`config.mk`:
```
export PLATFORM = sky130hd
export DESIGN_NAME = stereo_dynamic_range_compressor
export DESIGN_NICKNAME = d
export VERILOG_FILES = /design/src/rtl/sdrc_pkg.sv /design/src/rtl/sdrc_mac.sv /design/src/rtl/sdrc_div.sv /design/src/rtl/sdrc_core.sv /design/src/rtl/stereo_dynamic_range_compressor.sv
export SDC_FILE = /design/constraint.sdc
export NUM_CORES = 2
export LEC_CHECK = 0
export BUFFER_PORTS_ARGS = -buffer_cell sky130_fd_sc_hd__buf_2
export CAP_MARGIN = 40
export CORE_MARGIN = 1.5
export CORE_UTILIZATION = 40
export CTS_CLUSTER_DIAMETER = 120
export DETAILED_ROUTE_END_ITERATION = 10
export RECOVER_POWER = 100
export SYNTH_ARGS = -nofsm -noshare
export SYNTH_HDL_FRONTEND = slang
export SYNTH_HIERARCHICAL = 1
export SYNTH_SLANG_ARGS = --single-unit
```
`constraint.sdc`:
```
create_clock -name clk_i -period 18.26 [get_ports clk_i]
set_input_delay 5.478 -clock clk_i [delete_from_list [all_inputs] [get_ports clk_i]]
set_output_delay 5.478 -clock clk_i [all_outputs]
set_load 0.03 [all_outputs]
```
`src/rtl/sdrc_pkg.sv`:
```
// Shared types, constants and tables of the stereo dynamic range compressor.
`timescale 1ns / 1ps

package sdrc_pkg;

  localparam int unsigned SAMPLE_W   = 24;
  localparam int unsigned ENV_W      = SAMPLE_W - 1;
  localparam int unsigned GAIN_W     = 24;
  localparam int unsigned COEF_W     = 16;
  localparam int unsigned THR_W      = 23;
  localparam int unsigned MAC_W      = 32;
  localparam int unsigned ADD_W      = 40;
  localparam int unsigned PROD_W     = 64;
  localparam int unsigned LOG_W      = 21;
  localparam int unsigned DVD_W      = 37;
  localparam int unsigned QUO_W      = 22;
  localparam int unsigned MANT_W     = 31;
  localparam int unsigned CFG_IDX_W  = 3;
  localparam int unsigned CFG_DATA_W = 23;

  localparam logic [GAIN_W-1:0] GainOne = 24'h800000;

  // Register indexes of the configuration port.
  localparam logic [CFG_IDX_W-1:0] RegThreshold  = 3'd0;
  localparam logic [CFG_IDX_W-1:0] RegRatio      = 3'd1;
  localparam logic [CFG_IDX_W-1:0] RegGainAtt    = 3'd2;
  localparam logic [CFG_IDX_W-1:0] RegGainRel    = 3'd3;
  localparam logic [CFG_IDX_W-1:0] RegEnvAtt     = 3'd4;
  localparam logic [CFG_IDX_W-1:0] RegEnvRel     = 3'd5;
  localparam logic [CFG_IDX_W-1:0] RegMakeup     = 3'd6;

  typedef struct packed {
    logic [THR_W-1:0]  threshold;
    logic [COEF_W-1:0] ratio;
    logic [COEF_W-1:0] gain_att;
    logic [COEF_W-1:0] gain_rel;
    logic [COEF_W-1:0] env_att;
    logic [COEF_W-1:0] env_rel;
    logic [COEF_W-1:0] makeup;
  } cfg_t;

  typedef enum logic [3:0] {
    C_IDLE, C_ENV0, C_ENV1, C_CMP, C_LSQ, C_MULD, C_DIV, C_EXP, C_ESH,
    C_GS0, C_GS1, C_OUT0, C_OUT1, C_FIN
  } core_state_e;

  typedef enum logic [1:0] {
    T_IDLE, T_LEFT, T_RIGHT, T_PUSH
  } top_state_e;

  // 2^(-2^-(k+1)) in Q0.30 for k = 0 .. 11.
  function automatic logic [29:0] exp_tab(input logic [3:0] k);
    logic [29:0] r;
    case (k)
      4'd0:    r = 30'd759250125;
      4'd1:    r = 30'd902905697;
      4'd2:    r = 30'd984625594;
      4'd3:    r = 30'd1028218704;
      4'd4:    r = 30'd1050733756;
      4'd5:    r = 30'd1062175504;
      4'd6:    r = 30'd1067942995;
      4'd7:    r = 30'd1070838491;
      4'd8:    r = 30'd1072289182;
      4'd9:    r = 30'd1073015255;
      4'd10:   r = 30'd1073378480;
      4'd11:   r = 30'd1073560136;
      default: r = 30'd0;
    endcase
    return r;
  endfunction

  // Position of the leading one; zero for a zero input.
  function automatic logic [4:0] lead_one(input logic [ENV_W-1:0] v);
    logic [4:0] p;
    p = 5'd0;
    for (int i = 0; i < ENV_W; i++) begin
      if (v[i]) p = 5'(i);
    end
    return p;
  endfunction

endpackage

```
`src/rtl/sdrc_mac.sv`:
```
// Shared multiply-add unit: y = a * b + c.
`timescale 1ns / 1ps

module sdrc_mac (
  input  logic [sdrc_pkg::MAC_W-1:0]  a_i,
  input  logic [sdrc_pkg::MAC_W-1:0]  b_i,
  input  logic [sdrc_pkg::ADD_W-1:0]  c_i,
  output logic [sdrc_pkg::PROD_W-1:0] y_o
);

  assign y_o = (sdrc_pkg::PROD_W'(a_i) * sdrc_pkg::PROD_W'(b_i)) + sdrc_pkg::PROD_W'(c_i);

endmodule

```
`src/rtl/sdrc_div.sv`:
```
// Restoring divider, one quotient bit per cycle.
`timescale 1ns / 1ps

module sdrc_div (
  input  logic                        clk_i,
  input  logic                        rst_ni,
  input  logic                        start_i,
  input  logic [sdrc_pkg::DVD_W-1:0]  dividend_i,
  input  logic [sdrc_pkg::COEF_W-1:0] divisor_i,
  output logic                        busy_o,
  output logic [sdrc_pkg::QUO_W-1:0]  quotient_o
);

  logic                        busy_q;
  logic [5:0]                  cnt_q;
  logic [sdrc_pkg::DVD_W-1:0]  dvd_q;
  logic [sdrc_pkg::COEF_W-1:0] rem_q, div_q;
  logic [sdrc_pkg::COEF_W:0]   trial;
  logic                        qbit;

  assign trial = {rem_q, dvd_q[sdrc_pkg::DVD_W-1]};
  assign qbit  = (trial >= {1'b0, div_q});

  always_ff @(posedge clk_i or negedge rst_ni) begin
    if (!rst_ni) begin
      busy_q <= 1'b0;
      cnt_q  <= '0;
    end else if (start_i) begin
      busy_q <= 1'b1;
      cnt_q  <= 6'(sdrc_pkg::DVD_W);
    end else if (busy_q) begin
      cnt_q <= cnt_q - 6'd1;
      if (cnt_q == 6'd1) busy_q <= 1'b0;
    end
  end

  always_ff @(posedge clk_i) begin
    if (start_i) begin
      dvd_q <= dividend_i;
      div_q <= divisor_i;
      rem_q <= '0;
    end else if (busy_q) begin
      // The dividend shifts out at the top while quotient bits enter at the bottom.
      rem_q <= qbit ? sdrc_pkg::COEF_W'(trial - {1'b0, div_q})
                    : trial[sdrc_pkg::COEF_W-1:0];
      dvd_q <= {dvd_q[sdrc_pkg::DVD_W-2:0], qbit};
    end
  end

  assign busy_o     = busy_q;
  assign quotient_o = dvd_q[sdrc_pkg::QUO_W-1:0];

endmodule

```
`src/rtl/sdrc_core.sv`:
```
// Per-channel sequencer: envelope, log2, exponent, exp2, gain smoothing and output.
`timescale 1ns / 1ps

module sdrc_core (
  input  logic                          clk_i,
  input  logic                          rst_ni,
  input  logic                          start_i,
  input  sdrc_pkg::cfg_t                cfg_i,
  input  logic [sdrc_pkg::SAMPLE_W-1:0] sample_i,
  input  logic [sdrc_pkg::ENV_W-1:0]    env_i,
  input  logic [sdrc_pkg::GAIN_W-1:0]   gain_i,
  output logic                          done_o,
  output logic [sdrc_pkg::ENV_W-1:0]    env_o,
  output logic [sdrc_pkg::GAIN_W-1:0]   gain_o,
  output logic [sdrc_pkg::SAMPLE_W-1:0] result_o
);

  sdrc_pkg::core_state_e state_q, state_d;

  logic [sdrc_pkg::SAMPLE_W-1:0] sample_q, result_q, prod_q, mag;
  logic [sdrc_pkg::ENV_W-1:0]    env_q, emag, thr;
  logic [sdrc_pkg::GAIN_W-1:0]   gain_q, target_q, target_e;
  logic [sdrc_pkg::ADD_W-1:0]    acc_q, mac_c;
  logic [sdrc_pkg::MANT_W-1:0]   m_q, p_q, m_next, m_thr, p_sh;
  logic [4:0]                    msb_q;
  logic [15:0]                   frac_q, frac_next;
  logic [3:0]                    cnt_q;
  logic                          log_thr_q;
  logic [sdrc_pkg::LOG_W-1:0]    le_q, d_q, lt_new, d_new;
  logic [sdrc_pkg::QUO_W-1:0]    u_q, quo;
  logic [sdrc_pkg::MAC_W-1:0]    mac_a, mac_b;
  logic [sdrc_pkg::PROD_W-1:0]   mac_y;
  logic [sdrc_pkg::COEF_W-1:0]   a_env, a_gain, ratio, ratio_m;
  logic [31:0]                   sq_t;
  logic [5:0]                    n_int;
  logic [11:0]                   f_bits;
  logic [6:0]                    sh;
  logic [27:0]                   m_full, lim, m_sat;
  logic                          neg, fbit, div_start, div_busy;

  // Operand conditioning.
  assign neg     = sample_q[sdrc_pkg::SAMPLE_W-1];
  assign mag     = neg ? (sdrc_pkg::SAMPLE_W'(0) - sample_q) : sample_q;
  assign emag    = mag[sdrc_pkg::SAMPLE_W-1] ? '1 : mag[sdrc_pkg::ENV_W-1:0];
  assign a_env   = (emag > env_q) ? cfg_i.env_att : cfg_i.env_rel;
  assign a_gain  = (target_q <= gain_q) ? cfg_i.gain_att : cfg_i.gain_rel;
  assign thr     = (cfg_i.threshold == '0) ? sdrc_pkg::ENV_W'(1) : cfg_i.threshold;
  assign ratio   = (cfg_i.ratio < 16'd256) ? 16'd256 : cfg_i.ratio;
  assign ratio_m = ratio - 16'd256;

  // One squaring step of the log2 fraction.
  assign sq_t      = mac_y[61:30];
  assign m_next    = sq_t[31] ? sq_t[31:1] : sq_t[30:0];
  assign frac_next = {frac_q[14:0], sq_t[31]};
  assign lt_new    = {msb_q, frac_next};
  assign d_new     = (le_q > lt_new) ? (le_q - lt_new) : '0;
  assign m_thr     = sdrc_pkg::MANT_W'(thr) << (5'd30 - sdrc_pkg::lead_one(thr));

  // exp2 of the negated exponent.
  assign n_int    = u_q[21:16];
  assign f_bits   = u_q[15:4];
  assign fbit     = f_bits[4'd11 - cnt_q];
  assign sh       = 7'd7 + {1'b0, n_int};
  assign p_sh     = p_q >> sh;
  assign target_e = (n_int >= 6'd31) ? '0 : p_sh[sdrc_pkg::GAIN_W-1:0];

  // Output scaling and saturation.
  assign m_full = mac_y[39:12];
  assign lim    = neg ? 28'h0800000 : 28'h07FFFFF;
  assign m_sat  = (m_full > lim) ? lim : m_full;

  always_comb begin
    mac_a = '0;
    mac_b = '0;
    mac_c = '0;
    unique case (state_q)
      sdrc_pkg::C_ENV0: begin
        mac_a = sdrc_pkg::MAC_W'(a_env);
        mac_b = sdrc_pkg::MAC_W'(env_q);
        mac_c = sdrc_pkg::ADD_W'(32768);
      end
      sdrc_pkg::C_ENV1: begin
        mac_a = sdrc_pkg::MAC_W'(17'h10000 - {1'b0, a_env});
        mac_b = sdrc_pkg::MAC_W'(emag);
        mac_c = acc_q;
      end
      sdrc_pkg::C_LSQ: begin
        mac_a = sdrc_pkg::MAC_W'(m_q);
        mac_b = sdrc_pkg::MAC_W'(m_q);
      end
      sdrc_pkg::C_MULD: begin
        mac_a = sdrc_pkg::MAC_W'(d_q);
        mac_b = sdrc_pkg::MAC_W'(ratio_m);
      end
      sdrc_pkg::C_EXP: begin
        mac_a = sdrc_pkg::MAC_W'(p_q);
        mac_b = sdrc_pkg::MAC_W'(sdrc_pkg::exp_tab(cnt_q));
        mac_c = sdrc_pkg::ADD_W'(40'h0020000000);
      end
      sdrc_pkg::C_GS0: begin
        mac_a = sdrc_pkg::MAC_W'(a_gain);
        mac_b = sdrc_pkg::MAC_W'(gain_q);
        mac_c = sdrc_pkg::ADD_W'(32768);
      end
      sdrc_pkg::C_GS1: begin
        mac_a = sdrc_pkg::MAC_W'(17'h10000 - {1'b0, a_gain});
        mac_b = sdrc_pkg::MAC_W'(target_q);
        mac_c = acc_q;
      end
      sdrc_pkg::C_OUT0: begin
        mac_a = sdrc_pkg::MAC_W'(mag);
        mac_b = sdrc_pkg::MAC_W'(gain_q);
        mac_c = sdrc_pkg::ADD_W'(40'h0000400000);
      end
      sdrc_pkg::C_OUT1: begin
        mac_a = sdrc_pkg::MAC_W'(prod_q);
        mac_b = sdrc_pkg::MAC_W'(cfg_i.makeup);
        mac_c = sdrc_pkg::ADD_W'(2048);
      end
      default: ;
    endcase
  end

  sdrc_mac u_mac (
    .a_i (mac_a),
    .b_i (mac_b),
    .c_i (mac_c),
    .y_o (mac_y)
  );

  assign div_start = (state_q == sdrc_pkg::C_MULD);

  sdrc_div u_div (
    .clk_i      (clk_i),
    .rst_ni     (rst_ni),
    .start_i    (div_start),
    .dividend_i (mac_y[sdrc_pkg::DVD_W-1:0]),
    .divisor_i  (ratio),
    .busy_o     (div_busy),
    .quotient_o (quo)
  );

  always_ff @(posedge clk_i or negedge rst_ni) begin
    if (!rst_ni) state_q <= sdrc_pkg::C_IDLE;
    else         state_q <= state_d;
  end

  always_comb begin
    state_d = state_q;
    unique case (state_q)
      sdrc_pkg::C_IDLE: if (start_i) state_d = sdrc_pkg::C_ENV0;
      sdrc_pkg::C_ENV0: state_d = sdrc_pkg::C_ENV1;
      sdrc_pkg::C_ENV1: state_d = sdrc_pkg::C_CMP;
      sdrc_pkg::C_CMP:  state_d = (env_q < thr) ? sdrc_pkg::C_GS0 : sdrc_pkg::C_LSQ;
      sdrc_pkg::C_LSQ:  if (cnt_q == 4'd15 && log_thr_q) state_d = sdrc_pkg::C_MULD;
      sdrc_pkg::C_MULD: state_d = sdrc_pkg::C_DIV;
      sdrc_pkg::C_DIV:  if (!div_busy) state_d = sdrc_pkg::C_EXP;
      sdrc_pkg::C_EXP:  if (cnt_q == 4'd11) state_d = sdrc_pkg::C_ESH;
      sdrc_pkg::C_ESH:  state_d = sdrc_pkg::C_GS0;
      sdrc_pkg::C_GS0:  state_d = sdrc_pkg::C_GS1;
      sdrc_pkg::C_GS1:  state_d = sdrc_pkg::C_OUT0;
      sdrc_pkg::C_OUT0: state_d = sdrc_pkg::C_OUT1;
      sdrc_pkg::C_OUT1: state_d = sdrc_pkg::C_FIN;
      sdrc_pkg::C_FIN:  state_d = sdrc_pkg::C_IDLE;
      default:          state_d = sdrc_pkg::C_IDLE;
    endcase
  end

  always_ff @(posedge clk_i) begin
    unique case (state_q)
      sdrc_pkg::C_IDLE: begin
        sample_q <= sample_i;
        env_q    <= env_i;
        gain_q   <= gain_i;
      end
      sdrc_pkg::C_ENV0: acc_q <= mac_y[sdrc_pkg::ADD_W-1:0];
      sdrc_pkg::C_ENV1: env_q <= mac_y[38:16];
      sdrc_pkg::C_CMP: begin
        target_q  <= sdrc_pkg::GainOne;
        m_q       <= sdrc_pkg::MANT_W'(env_q) << (5'd30 - sdrc_pkg::lead_one(env_q));
        msb_q     <= sdrc_pkg::lead_one(env_q);
        frac_q    <= '0;
        cnt_q     <= '0;
        log_thr_q <= 1'b0;
      end
      sdrc_pkg::C_LSQ: begin
        cnt_q <= cnt_q + 4'd1;
        if (cnt_q == 4'd15) begin
          if (!log_thr_q) begin
            // Envelope log done; start on the threshold.
            le_q      <= lt_new;
            m_q       <= m_thr;
            msb_q     <= sdrc_pkg::lead_one(thr);
            frac_q    <= '0;
            log_thr_q <= 1'b1;
          end else begin
            d_q <= d_new;
          end
        end else begin
          m_q    <= m_next;
          frac_q <= frac_next;
        end
      end
      sdrc_pkg::C_DIV: begin
        u_q   <= quo;
        p_q   <= sdrc_pkg::MANT_W'(32'h40000000);
        cnt_q <= '0;
      end
      sdrc_pkg::C_EXP: begin
        cnt_q <= cnt_q + 4'd1;
        if (fbit) p_q <= mac_y[60:30];
      end
      sdrc_pkg::C_ESH:  target_q <= target_e;
      sdrc_pkg::C_GS0:  acc_q    <= mac_y[sdrc_pkg::ADD_W-1:0];
      sdrc_pkg::C_GS1:  gain_q   <= mac_y[39:16];
      sdrc_pkg::C_OUT0: prod_q   <= mac_y[46:23];
      sdrc_pkg::C_OUT1: begin
        result_q <= neg ? (sdrc_pkg::SAMPLE_W'(0) - m_sat[sdrc_pkg::SAMPLE_W-1:0])
                        : m_sat[sdrc_pkg::SAMPLE_W-1:0];
      end
      default: ;
    endcase
  end

  assign done_o   = (state_q == sdrc_pkg::C_FIN);
  assign env_o    = env_q;
  assign gain_o   = gain_q;
  assign result_o = result_q;

endmodule

```
`src/rtl/stereo_dynamic_range_compressor.sv`:
```
// Top level of the stereo dynamic range compressor.
`timescale 1ns / 1ps

// Stereo feedforward compressor: one request carries a left and a right sample, and both
// channels are processed one after the other by a single sequencer around one shared
// multiply-add unit and a bit-serial divider. A channel whose envelope stays below the
// threshold skips straight to gain smoothing; above it the channel also runs the two
// 16-step log2 squaring loops, the restoring divide and the 12-step exp2 loop. The input
// is not ready while a pair is being worked on; the finished pair waits in an output
// register, so a new pair can be taken as soon as that register is loaded. Configuration
// writes are always accepted and must only be issued while the block is idle.
module stereo_dynamic_range_compressor (
  input  logic                              clk_i,
  input  logic                              rst_ni,
  input  logic                              s_axis_tvalid,
  output logic                              s_axis_tready,
  // left_sample [23:0], right_sample [47:24]
  input  logic [2*sdrc_pkg::SAMPLE_W-1:0]   s_axis_tdata,
  input  logic                              s_axis_tlast,
  output logic                              m_axis_tvalid,
  input  logic                              m_axis_tready,
  // left_out [23:0], right_out [47:24]
  output logic [2*sdrc_pkg::SAMPLE_W-1:0]   m_axis_tdata,
  output logic                              m_axis_tlast,
  input  logic                              cfg_valid_i,
  output logic                              cfg_ready_o,
  input  logic [sdrc_pkg::CFG_IDX_W-1:0]    cfg_index_i,
  input  logic [sdrc_pkg::CFG_DATA_W-1:0]   cfg_data_i
);

  localparam int unsigned SW = sdrc_pkg::SAMPLE_W;

  sdrc_pkg::top_state_e state_q, state_d;
  sdrc_pkg::cfg_t       cfg_q;

  logic [sdrc_pkg::ENV_W-1:0]  env_q  [2];
  logic [sdrc_pkg::GAIN_W-1:0] gain_q [2];
  logic [SW-1:0]               left_q, right_q, left_res_q, core_sample, core_result;
  logic                        last_q, start_q, start_d;
  logic [2*SW-1:0]             out_data_q;
  logic                        out_last_q, out_valid_q;
  logic                        ch, core_done, in_acc, push;
  logic [sdrc_pkg::ENV_W-1:0]  core_env;
  logic [sdrc_pkg::GAIN_W-1:0] core_gain;

  assign cfg_ready_o = 1'b1;

  always_ff @(posedge clk_i or negedge rst_ni) begin
    if (!rst_ni) begin
      cfg_q.threshold <= 23'd4194304;
      cfg_q.ratio     <= 16'd1024;
      cfg_q.gain_att  <= 16'd62259;
      cfg_q.gain_rel  <= 16'd65209;
      cfg_q.env_att   <= 16'd58982;
      cfg_q.env_rel   <= 16'd65208;
      cfg_q.makeup    <= 16'd4096;
    end else if (cfg_valid_i) begin
      unique case (cfg_index_i)
        sdrc_pkg::RegThreshold: cfg_q.threshold <= cfg_data_i;
        sdrc_pkg::RegRatio:     cfg_q.ratio     <= cfg_data_i[15:0];
        sdrc_pkg::RegGainAtt:   cfg_q.gain_att  <= cfg_data_i[15:0];
        sdrc_pkg::RegGainRel:   cfg_q.gain_rel  <= cfg_data_i[15:0];
        sdrc_pkg::RegEnvAtt:    cfg_q.env_att   <= cfg_data_i[15:0];
        sdrc_pkg::RegEnvRel:    cfg_q.env_rel   <= cfg_data_i[15:0];
        sdrc_pkg::RegMakeup:    cfg_q.makeup    <= cfg_data_i[15:0];
        default: ;
      endcase
    end
  end

  assign s_axis_tready = (state_q == sdrc_pkg::T_IDLE);
  assign in_acc        = s_axis_tvalid && s_axis_tready;
  assign push          = (state_q == sdrc_pkg::T_PUSH) && (!out_valid_q || m_axis_tready);
  assign ch            = (state_q == sdrc_pkg::T_RIGHT);
  assign core_sample   = ch ? right_q : left_q;

  always_ff @(posedge clk_i or negedge rst_ni) begin
    if (!rst_ni) begin
      state_q <= sdrc_pkg::T_IDLE;
      start_q <= 1'b0;
    end else begin
      state_q <= state_d;
      start_q <= start_d;
    end
  end

  always_comb begin
    state_d = state_q;
    start_d = 1'b0;
    unique case (state_q)
      sdrc_pkg::T_IDLE: if (in_acc) begin
        state_d = sdrc_pkg::T_LEFT;
        start_d = 1'b1;
      end
      sdrc_pkg::T_LEFT: if (core_done) begin
        state_d = sdrc_pkg::T_RIGHT;
        start_d = 1'b1;
      end
      sdrc_pkg::T_RIGHT: if (core_done) state_d = sdrc_pkg::T_PUSH;
      sdrc_pkg::T_PUSH:  if (push) state_d = sdrc_pkg::T_IDLE;
      default:           state_d = sdrc_pkg::T_IDLE;
    endcase
  end

  sdrc_core u_core (
    .clk_i    (clk_i),
    .rst_ni   (rst_ni),
    .start_i  (start_q),
    .cfg_i    (cfg_q),
    .sample_i (core_sample),
    .env_i    (env_q[ch]),
    .gain_i   (gain_q[ch]),
    .done_o   (core_done),
    .env_o    (core_env),
    .gain_o   (core_gain),
    .result_o (core_result)
  );

  // Channel state: envelope resets to zero and smoothed gain to one.
  always_ff @(posedge clk_i or negedge rst_ni) begin
    if (!rst_ni) begin
      env_q[0]  <= '0;
      env_q[1]  <= '0;
      gain_q[0] <= sdrc_pkg::GainOne;
      gain_q[1] <= sdrc_pkg::GainOne;
    end else if (core_done) begin
      env_q[ch]  <= core_env;
      gain_q[ch] <= core_gain;
    end
  end

  always_ff @(posedge clk_i) begin
    if (in_acc) begin
      left_q  <= s_axis_tdata[SW-1:0];
      right_q <= s_axis_tdata[2*SW-1:SW];
      last_q  <= s_axis_tlast;
    end
    if (core_done && !ch) left_res_q <= core_result;
    if (push) begin
      out_data_q <= {core_result, left_res_q};
      out_last_q <= last_q;
    end
  end

  always_ff @(posedge clk_i or negedge rst_ni) begin
    if (!rst_ni)            out_valid_q <= 1'b0;
    else if (push)          out_valid_q <= 1'b1;
    else if (m_axis_tready) out_valid_q <= 1'b0;
  end

  assign m_axis_tvalid = out_valid_q;
  assign m_axis_tdata  = out_data_q;
  assign m_axis_tlast  = out_last_q;

endmodule

```
# Yosys cells after proc, flatten, opt, wreduce, memory -nomap -nowiden
# Memories as Yosys holds them, arrays and structs flattened. A register that Yosys moved wholly into a read port is not among the register bits.
# Index checks and enable logic that the tools add are counted.
# totals
mem_count,1
output_inout_bits,52
rom_bits,480
reg_bits,753
# classes
eq_ne,37
multipliers,1
shift,3
n_bitwise,2
add_sub_neg,14
mux,116
reduce_logical,40
magnitude_cmp,11
# mem_list
name,depth,width,rd,rd_clocked_by_memory_dff,write_ports,line,source
(name not given),16,30,1,1,0,sdrc_pkg.sv:54,case (k)
# ops
operator,count
case mux 32 bit (9 select lines),1
case mux 31 bit (8 select lines),1
2-to-1 mux 24 bit,10
case mux 40 bit (5 select lines),1
2-to-1 mux 5 bit,31
2-to-1 mux 23 bit,6
2-to-1 mux 31 bit,4
case mux 31 bit (2 select lines),2
case mux 24 bit (2 select lines),2
2-to-1 mux 37 bit,2
2-to-1 mux 16 bit,4
adder 62 x 40 -> 62 bit,1
multiplier 32 x 31 -> 62 bit,1
left shift 23 x 5 -> 31 bit,2
2-to-1 mux 4 bit,14
case mux 4 bit (13 select lines),1
bitwise mux 48 bit,1
subtractor 1 x 24 -> 24 bit (first input constant),2
bitwise mux 46 bit,1
case mux 23 bit (2 select lines),1
subtractor 17 x 16 -> 18 bit (first input constant),2
equality test 4 bit (second input constant),8
>> shifter 31 x 7 -> 24 bit,1
2-to-1 mux 15 bit,2
57 further kinds,123

# Longest topological paths before layout
# logic_depth
word_depth,29
ltp_mapped,67

# Cells and area by module
# The synthesis kept the hierarchy.
# by_module_without_submodules
mod,area_each_um2,seq_area_each_um2,instances,cells_each
sdrc_mac,34383.0,0.0,1,3910
sdrc_core,26026.2,10610.2,1,2735
stereo_dynamic_range_compressor,12838.6,9152.5,1,687
sdrc_div,4147.7,2087.0,1,349

# Worst setup path before layout
# No wires, ideal clock.
# synth_path
path_type,reg2reg
from,register u_core/sample_q[3] (netlist bit)
to,"register u_core.result_q (netlist bit u_core/result_o[18]), data pin"
t_required_ns,17.990
synth_period_minus_slack_ns,15.199
arrival_ns,14.929
path_stages_with_launch,63
setup_slack_ns,3.061
setup_ns,0.270
cell_sequence,edfxtp_1 -> nor3_1 -> nand2b_1 -> nor4_1 -> nand3_1 -> or3_1 -> or4_1 -> clkbuf_1 -> clkbuf_1 -> nand2_1 -> ha_1 -> nand4_1 -> nor3_1 -> a31oi_1 -> o21ai_1 -> clkbuf_1 -> mux2_2 -> or4_1 -> [... 27 more ...] -> a31o_2 -> xor2_1 -> ha_1 -> a21o_1 -> a21o_1 -> a21oi_1 -> nor2_1 -> a2111oi_0 -> a21oi_1 -> clkbuf_1 -> clkbuf_1 -> a21oi_1 -> ha_1 -> nand3_1 -> nor3_1 -> nand3b_1 -> a211oi_1 -> a21oi_1
# synth_between
elab_chain_cells,13
word_cells_on_any_way,14
cone_classes,add/sub: 4; mul: 1; order compare: 2; mux: 7
# synth_rtl
item,line,source
from (decl),sdrc_core.sv:20,"logic [sdrc_pkg::SAMPLE_W-1:0] sample_q, result_q, prod_q, mag;"
from (signal assigned),sdrc_core.sv:172,sample_q <= sample_i;
subtractor 1 x 24 -> 24 bit,sdrc_core.sv:43,assign mag = neg ? (sdrc_pkg::SAMPLE_W'(0) - sample_q) : sample_q;
2-to-1 mux 24 bit (*),sdrc_core.sv:43,
2-to-1 mux 23 bit,sdrc_core.sv:44,assign emag = mag[sdrc_pkg::SAMPLE_W-1] ? '1 : mag[sdrc_pkg::ENV_W-1:0];
> comparator 23 bit,sdrc_core.sv:45,assign a_env = (emag > env_q) ? cfg_i.env_att : cfg_i.env_rel;
2-to-1 mux 16 bit,sdrc_core.sv:45,
subtractor 17 x 16 -> 18 bit,sdrc_core.sv:83,"mac_a = sdrc_pkg::MAC_W'(17'h10000 - {1'b0, a_env});"
case mux 32 bit (9 select lines) (*),sdrc_core.sv:76,unique case (state_q)
"via u_core.mac_a, one bit",sdrc_core.sv:31,"logic [sdrc_pkg::MAC_W-1:0] mac_a, mac_b;"
multiplier 32 x 31 -> 62 bit (*),sdrc_mac.sv:11,assign y_o = (sdrc_pkg::PROD_W'(a_i) * sdrc_pkg::PROD_W'(b_i)) + sdrc_pkg::PROD_W'(c_i);
adder 62 x 40 -> 62 bit (*),sdrc_mac.sv:11,
"via u_core.mac_y, one bit",sdrc_core.sv:32,logic [sdrc_pkg::PROD_W-1:0] mac_y;
> comparator 28 x 24 -> 1 bit,sdrc_core.sv:70,assign m_sat = (m_full > lim) ? lim : m_full;
2-to-1 mux 24 bit (*),sdrc_core.sv:70,
subtractor 1 x 24 -> 24 bit,sdrc_core.sv:218,result_q <= neg ? (sdrc_pkg::SAMPLE_W'(0) - m_sat[sdrc_pkg::SAMPLE_W-1:0])
2-to-1 mux 24 bit (*),sdrc_core.sv:218,
to (signal assigned),sdrc_core.sv:218,
to (decl),sdrc_core.sv:20,
# The timed path passes the listed nets; every way through them passes the cells marked *.
# A chain may end at the register's enable or synchronous reset.

# Worst setup path after layout
# layout_path
from,register u_core/sample_q[3] (netlist bit)
to,"register u_core.result_q (netlist bit u_core/result_o[18]), data pin"
# layout_between
elab_chain_cells,13
word_cells_on_any_way,14
cone_classes,add/sub: 4; mul: 1; order compare: 2; mux: 7
# layout_rtl
item,line
subtractor 1 x 24 -> 24 bit,sdrc_core.sv:43
2-to-1 mux 24 bit (*),sdrc_core.sv:43
2-to-1 mux 23 bit,sdrc_core.sv:44
> comparator 23 bit,sdrc_core.sv:45
2-to-1 mux 16 bit,sdrc_core.sv:45
subtractor 17 x 16 -> 18 bit,sdrc_core.sv:83
case mux 32 bit (9 select lines) (*),sdrc_core.sv:76
"via u_core.mac_a, one bit",sdrc_core.sv:31
multiplier 32 x 31 -> 62 bit (*),sdrc_mac.sv:11
adder 62 x 40 -> 62 bit (*),sdrc_mac.sv:11
"via u_core.mac_y, one bit",sdrc_core.sv:32
> comparator 28 x 24 -> 1 bit (*),sdrc_core.sv:70
2-to-1 mux 24 bit (*),sdrc_core.sv:70
subtractor 1 x 24 -> 24 bit,sdrc_core.sv:218
2-to-1 mux 24 bit (*),sdrc_core.sv:218
# Marks and branches as above.

==> summary.txt <==
STA
  – WHS: 0.415 ns
  – F_max: 57.6 MHz
  – RSZ-0062 raised after global routing: no
  – Clock Skew: 0.0438 ns
  – Sum Neg Setup Slack: 0 ns
  – Fin worst setup slack: 0.897 ns
  – Period utilization: 0.951
  – Final Max Tran Viols: 1032
  – Max_slew headroom: -2.57
  – Minimum clock period: 17.36 ns
  – Endpoints failing setup: 0
  – Final Hold Viols: 0
  – Slew @ Worst Pin: 5.35 ns

Route
  – Antenna Violating Nets Remaining: 0
  – WL/cell: 25.7 um
  – Vias/cell: 5.70
  – Initial DRC count: 6147
  – Residual DRC: 0
  – Detailed Routing Iterations Pass 1: 6
  – Post-Route WL: 264000 um
  – Vias: 58348

Die
  – I/O pins: 132
  – Die area: 0.196 sq mm
  – Starting density of the core: 0.402
  – Die span in x: 442 um
  – Die Ht: 442 um
  – Num rows: 161
  – Placeable Area: 0.192 sq mm

Global routing
  – Largest net degree at the start of global routing: 89
  – First-pass GRT wire length: 394000 um
  – Initial antenna violation count: 24
  – Total global-route track usage: 0.269
  – GRT overflow: 0
  – Vias in the first global route: 59755

Setup path
  – CP endpoint kind: flop
  – Master of the slowest instance on the critical path: a21oi_1
  – Worst Path Arrival: 17.82 ns
  – Crit path kind: flop to flop
  – Crit path largest cell delay: 0.76 ns
  – Crit path max fanout: 22
  – Critical path required time: 18.71 ns
  – Crit path launch type: flop

Placed design
  – Pre-CTS setup slack: 1.07 ns
  – Post-DP HPWL: 204000 um
  – # port buffers: 130
  – GPL Wtd Cong: 1.03

Synthesis
  – Yosys Warn Count: 6
  – Mean area per synthesized cell: 10.1 sq um
  – Synthesized cell area: 0.0771 sq mm
  – Cells after Synth: 7652

Clock tree
  – Cts-stage hold buffer count: 0
  – H-tree level count: 3
  – TritonCTS clock tree: built
  – Max clock buf depth: 3
  – Clk sinks: 779
  – Clock root buffer: clkbuf_16
  – Clk slew on worst S/H paths: 0.06 ns
  – CTS buffer count: 85
  – Worst skew pair latency: 0.75 ns

Power
  – Power Density: 52.2 mW/mm^2
  – Total power: 4350 uW
  – Max VDD drop: 0.000103 V
  – Leak: 0.0367 uW

Layout
  – Area Overhead vs Synth: 8.19%
  – NumNets Final: 9060
  – FILL cells: 18446
  – Fin util: 0.435
  – Share of layout cells above drive strength 1: 0.111

Hold path
  – Hold WC Path Type: flop to flop

Flow run
  – Max-Cap Viols: 28

Status
  – Failing checks: max-capacitance violations, max-slew violations
  – Status: finished, violations left
## sequential cells by signal, indices dropped and copies added (netlist names), 31 cells and up, named ones only
name / count
cfg_q: 119
env_q: 46
gain_q: 48
u_core/u_div/dvd_q: 37
u_core/acc_q: 40
m_axis_tdata: 48
u_core/m_q: 31
u_core/p_q: 31
## what timing repair did
item                       in CTS  in global routing
setup endpoints to repair       0                  5
resized for setup               0                  2
buffers inserted                0                  1
## metal layers
metal / wire [um] / GRT usage / part of all wire / vias to the layer above
met2: 120000 / 0.423 / 0.45 / 2596
met5: 9 / 0 / 0.000034 / -
met3: 20800 / 0.0338 / 0.079 / 484
li1: - / - / - / 25175
met1: 110000 / 0.373 / 0.42 / 30091
met4: 13500 / 0.120 / 0.051 / 2
## power breakdown
| group | switching (uW) | internal (uW) | leakage, uW |
|---|---|---|---|
| combinational | 363 | 204 | 0.0276 |
| sequential | 70.9 | 1940 | 0.00776 |
| clock | 780 | 996 | 0.00137 |
| total | 1210 | 3140 | 0.0367 |
## area by class of cell
type	instances	area (sq um)	area share
Inverter	1185	4450	0.0533
Antenna cell	6	15.0	0.000180
Multi-Input combinational cell	5246	49100	0.588
Sequential cell	779	21800	0.262
Tap cell	2526	3160	0.0379
Timing Repair Buffer	340	2020	0.0242
Clock inverter	40	475	0.00570
Clock buffer	120	2380	0.0285
## worst paths after layout
| check | end | from | cells past startpoint | slack [ns] |
|---|---|---|---|---|
| setup / recovery | u_core/result_o[18] | u_core/sample_q[3] | 56 | 0.90 |
| hold / removal | m_axis_tdata[5] | left_res_q[5] | 0 | 0.41 |
| setup reg to reg | u_core/result_o[18] | u_core/sample_q[3] | 56 | 0.90 |
| hold reg to reg | m_axis_tdata[5] | left_res_q[5] | 0 | 0.41 |
| max in group asynchronous | cfg_q[24] | rst_ni | 3 | 5.40 |
| min in group asynchronous | cfg_q[110] | rst_ni | 1 | 6.70 |
## cells in the final DEF (no fill, tap or decap), types with 21 or more instances in the layout
| cell type | count |
|---|---|
| a31oi_1 | 34 |
| xor2_1 | 58 |
| mux2_2 | 347 |
| and2_1 | 536 |
| fa_1 | 937 |
| ha_1 | 406 |
| nand2_1 | 895 |
| mux2_1 | 21 |
| clkbuf_1 | 154 |
| buf_4 | 117 |
| and3_1 | 53 |
| a21o_1 | 59 |
| xnor2_1 | 62 |
| nor4_1 | 24 |
| edfxtp_1 | 505 |
| dfrtp_1 | 181 |
| mux2i_1 | 106 |
| nor2_1 | 313 |
| nor3_1 | 86 |
| inv_1 | 1183 |
| a21oi_1 | 247 |
| nand3_1 | 82 |
| o21ai_0 | 170 |
| nand4_1 | 70 |
| nand2b_1 | 37 |
| o22ai_1 | 22 |
| buf_2 | 79 |
| a211oi_1 | 56 |
| dfstp_2 | 46 |
| clkbuf_16 | 87 |
| nor2b_1 | 35 |
| a22oi_1 | 78 |
| o211ai_1 | 35 |
| dfxtp_1 | 46 |
| mux4_2 | 37 |
## through the flow
| step | cells | cell area, sq um |
|---|---|---|
| 5_1_grt | 10238 | 83500 |
| 6_report | 10242 | 83500 |
| 2_1_floorplan | 7661 | 77200 |
| 4_1_cts | 10235 | 84100 |
| 3_3_place_gp | 10037 | 80700 |
| 3_5_place_dp | 10075 | 81200 |
## worst max-delay path: cells and delay by family, from the launching register on
family	cells	cell delay, ns
multiplexers	2	0.67
AO/OA/AOI/OAI	13	4.03
AND/OR/NAND/NOR	20	5.90
buffers and inverters	7	1.20
flip-flops	1	0.43
XOR/XNOR	2	0.28
adder cells (fa/ha/maj)	12	4.54
(Power assumes the default switching activity.)
